File: config.mk
export PLATFORM = sky130hd
export DESIGN_NAME = rilbp_window
export DESIGN_NICKNAME = d
export VERILOG_FILES = /design/src/design/rilbp_pkg.sv /design/src/design/rilbp_window.sv
export SDC_FILE = /design/constraint.sdc
export NUM_CORES = 1
export LEC_CHECK = 0
export ABC_AREA = 1
export BUFFER_PORTS_ARGS = -buffer_cell sky130_fd_sc_hd__buf_4
export CAP_MARGIN = 20
export CELL_PAD_IN_SITES_DETAIL_PLACEMENT = 1
export CELL_PAD_IN_SITES_GLOBAL_PLACEMENT = 1
export CORE_MARGIN = 1
export CORE_UTILIZATION = 40
export DETAILED_ROUTE_END_ITERATION = 12
export GPL_TIMING_DRIVEN = 0
export PLACE_DENSITY = 0.83
export SETUP_SLACK_MARGIN = 0.05
export SLEW_MARGIN = 20
export SYNTH_ARGS = -nofsm -noshare
export SYNTH_HDL_FRONTEND = slang
export SYNTH_SLANG_ARGS = --single-unit
File: constraint.sdc
create_clock -name clk -period 7.45 [get_ports clk]
set_input_delay 2.235 -clock clk [delete_from_list [all_inputs] [get_ports clk]]
set_output_delay 2.235 -clock clk [all_outputs]
set_load 0.05 [all_outputs]
File: src/design/rilbp_pkg.sv
// Shared types, constants and pattern functions for the rotation-invariant LBP unit.
package rilbp_pkg;

  localparam int WIDTH_MAX  = 1024;
  localparam int ADDR_BITS  = $clog2(WIDTH_MAX);
  localparam int PIX_BITS   = 8;
  localparam int WIN_TAPS   = 9;
  localparam int CODE_BITS  = 8;
  localparam int CFG_BITS   = 16;
  localparam int CFG_IDX_BITS = 2;
  localparam int WCFG_BITS  = 11;
  localparam int ROW_BITS   = 16;

  localparam logic [CFG_IDX_BITS-1:0] CFG_IDX_WIDTH  = 2'd0;
  localparam logic [CFG_IDX_BITS-1:0] CFG_IDX_HEIGHT = 2'd1;

  localparam logic [ADDR_BITS-1:0] COL_LAST_RST = ADDR_BITS'(WIDTH_MAX - 1);
  localparam logic [ROW_BITS-1:0]  ROW_LAST_RST = ROW_BITS'(1023);

  typedef logic [PIX_BITS-1:0] pix_t;
  typedef logic [WIN_TAPS-1:0][PIX_BITS-1:0] win_t;

  typedef struct packed {
    logic hit;
    logic row_end;
    logic frame_end;
  } tag_t;

  typedef struct packed {
    logic valid;
    tag_t tag;
    pix_t up;
    pix_t mid;
    pix_t px;
  } col_t;

  function automatic logic [CODE_BITS-1:0] lbp_bits(input win_t w);
    pix_t ctr;
    ctr = w[4];
    lbp_bits = {w[0] >= ctr, w[1] >= ctr, w[2] >= ctr, w[5] >= ctr,
                w[8] >= ctr, w[7] >= ctr, w[6] >= ctr, w[3] >= ctr};
  endfunction

  function automatic logic [CODE_BITS-1:0] min_rotation(input logic [CODE_BITS-1:0] v);
    logic [CODE_BITS-1:0] best;
    logic [CODE_BITS-1:0] rot;
    best = v;
    rot  = v;
    for (int k = 1; k < CODE_BITS; k++) begin
      rot = {rot[CODE_BITS-2:0], rot[CODE_BITS-1]};
      if (rot < best) best = rot;
    end
    min_rotation = best;
  endfunction

endpackage

File: src/design/rilbp_window.sv
// 3x3 neighborhood window registers fed one column at a time.
module rilbp_window import rilbp_pkg::*; (
  input  logic clk,
  input  logic rst_n,
  input  logic en,
  input  col_t col_in,
  output win_t win,
  output tag_t tag,
  output logic hit
);

  win_t win_r;
  tag_t tag_r;
  logic hit_r;

  always_ff @(posedge clk) begin
    if (!rst_n) begin
      hit_r <= 1'b0;
    end else if (en) begin
      hit_r <= col_in.valid && col_in.tag.hit;
    end
  end

  always_ff @(posedge clk) begin
    if (en && col_in.valid) begin
      win_r[0] <= win_r[1];
      win_r[1] <= win_r[2];
      win_r[2] <= col_in.up;
      win_r[3] <= win_r[4];
      win_r[4] <= win_r[5];
      win_r[5] <= col_in.mid;
      win_r[6] <= win_r[7];
      win_r[7] <= win_r[8];
      win_r[8] <= col_in.px;
      tag_r    <= col_in.tag;
    end
  end

  assign win = win_r;
  assign tag = tag_r;
  assign hit = hit_r;

endmodule

==> results_dict.tcl <==
set metrics [dict create \
    worst_path_dominant_cell_family "flip-flops" \
    cts_resized 0 \
    htree_num_levels 3 \
    drt_first_iter_violations 91 \
    synth_commonest_cells "edfxtp_1, inv_1, nand2_1" \
    report.final.slew_viol_count 0 \
    synthArstFlopShare_pct 0 \
    power_per_cell_area_nw_per_um2 264 \
    final_layout_size_suffix_gt1_share_pct 58.7 \
    globalRouteTotalUtil_pct 17.2 \
    clock_tree.root_cell "clkbuf_8" \
    synth_top_flop_cell "edfxtp_1" \
    post-synth-top-area-fraction_pct 97.7 \
    timing.fmax_ghz 0.311 \
    synth_fp_nets 114 \
    postSynthAreaPerCell_sq_um 27.8 \
    initial_core_util_pct 41.6 \
    floorplan.rows 27 \
    final.setup.tns_ns 0 \
    grt_antenna_before_repair 0 \
    ys_seq_elements 76 \
    maximum_number_of_pins_on_one_net_before_global_route_repair 40 \
    rsz0062_at_grt "false" \
    finalCoreUtilization_pct 61.3 \
    worstSetupPathType "flip-flop to output pin" \
    grt_remaining_overflow 0 \
    avgViaCountPerCell 4.52 \
    fin_worst_skew_ns 0.00432 \
    worst-path-max-fanout 2 \
    pre_cts_slack_ns 4.02 \
    clock_sink_count 76 \
    worstPathArrival_ns 0.98 \
    timing.final.crit_share_pct 43.2 \
    synthesis.instances 83 \
    max_slew_margin_pct 69.0 \
    postCtsSetupBuffers 0 \
    cts_tree "done" \
    final-hold-violation-count 0 \
    timing.critical_path.to_type "output pin" \
    chipHeight_um 77.9 \
    place.gp.congestion 0.724 \
    drv_cap 0 \
    outcome "completed" \
    final_antenna_net_count 0 \
    cp_cell_sequence "buf_4" \
    largest_stage_delay_on_the_critical_path_ns 0.44 \
    routed_wire_length_per_instance_um 17.7 \
    seq_area_frac_synth_pct 98.6 \
    drt_first_pass_iters 4 \
    crit_path_start_kind "flip-flop" \
    grt_pass1_wl_um 7420 \
    io_pins 107 \
    synth.most_common_cell "edfxtp_1" \
    fp.dieW_um 77.9 \
    tritoncts.num_buffers 9 \
    count_of_flip_flops_with_a_built_in_enable_after_synthesis 75 \
    dpl.hpwl_um 3730 \
    layout.nets 232 \
    synth.top_cells.by_area "edfxtp_1, dfxtp_1, inv_1, a21oi_2, nand2_1" \
    grt_pass1_vias 1371 \
    holdCritPathClass "flip-flop to flip-flop" \
    worst_path_max_delay_cell "edfxtp_1" \
    cts.reportedPaths.clkPinSlew_ns 0.07 \
    portBuffers 106 \
    drcViolationCount 0 \
    num_vias 1257 \
    clk_path_buf_depth 2 \
    antenna-diode-count 0 \
    floorplan.die_area_sq_um 6070 \
    tightest_slew_ns 0.465 \
    synth.largest_area_cell "edfxtp_1" \
    leakage_nw 1.34 \
    yosys_warnings 0 \
    core_area_sq_um 5540 \
    insertion_delay_ns 0.32 \
    critical_path_required_ns 5.22 \
    critical_path.n_buffers_inverters 1 \
    routed_wirelength_um 4930 \
    syn2layout_area_growth_pct 47.3 \
    netlist-cell-type-count 6 \
    final_critical_path_setup_slack_ns 4.23 \
    netlist_area_sq_um 2300 \
    hold_buffers 0 \
    timing.final.crit_period_ns 3.22 \
    setup_viol 0 \
    vdd_drop_max_mv 0.137 \
]
## sequential cells by signal, indices dropped and copies added, names as in the netlist
register  count
hit           1
tag           3
win          72
## path summary, 6_finish.rpt
path                     start                 to  slack [ns]  depth (start not counted)
max          win[70]$_DFFE_PP_            win[70]        4.23                          1
min reg2reg  win[38]$_DFFE_PP_  win[30]$_DFFE_PP_        0.45                          0
max reg2reg  win[70]$_DFFE_PP_  win[62]$_DFFE_PP_        6.74                          0
min          win[38]$_DFFE_PP_  win[30]$_DFFE_PP_        0.45                          0
## layer usage
layer  vias to the layer above  GRT usage [%]  part of all wire [%]
met5                         -              0                     0
li1                        566              -                     -
met4                         0           11.7                   4.3
met3                        17           3.88                   4.5
met1                       618           19.6                    38
met2                        56           28.8                    53
## layout by cell type (no fill, tap or decap)
cell type   synthesis  final
bufinv_16           0      1
buf_12              0      1
dfxtp_1             1      1
clkinv_2            0      1
nand3_1             1      1
clkinv_1            0      4
edfxtp_1           75     75
inv_4               0      1
clkinvlp_4          0      1
nand2_1             2      2
clkbuf_8            0      9
a21oi_2             1      1
buf_4               0    106
inv_1               3      2
## power breakdown
group | internal, mW | switching (mW) | total, mW
Clock | 0.150 | 0.136 | 0.286
Sequential | 0.492 | 0.00932 | 0.501
Combinational | 0.0322 | 0.0792 | 0.111
Total | 0.673 | 0.224 | 0.898
## layout make-up
type | count | area (sq um)
Inverter | 3 | 13.8
Fill cell | 518 | 2150
Tap cell | 72 | 90.1
Clock buffer | 9 | 124
Multi-Input combinational cell | 4 | 21.3
Timing Repair Buffer | 107 | 816
Clock inverter | 7 | 57.6
Sequential cell | 76 | 2270
## per-stage QoR
stage               power [mW]  instances  instance area [sq um]  hold WS (ns)
global placement         0.619        261                   3190         0.432
detailed placement       0.623        262                   3210         0.437
global route             0.927        278                   3390         0.456
finish                   0.898        278                   3390         0.450
CTS                      0.906        278                   3390         0.453
floorplan                0.576         83                   2300         0.702
## cells by family (layout without fill, tap and decap cells)
family,after synthesis,count (layout),share of synthesized area (%)
flip-flops,76,76,98.6
AND/OR/NAND/NOR,3,3,0.543
buffers and inverters,3,126,0.489
AO/OA/AOI/OAI,1,1,0.380
Power figures use the tool's default switching activity.
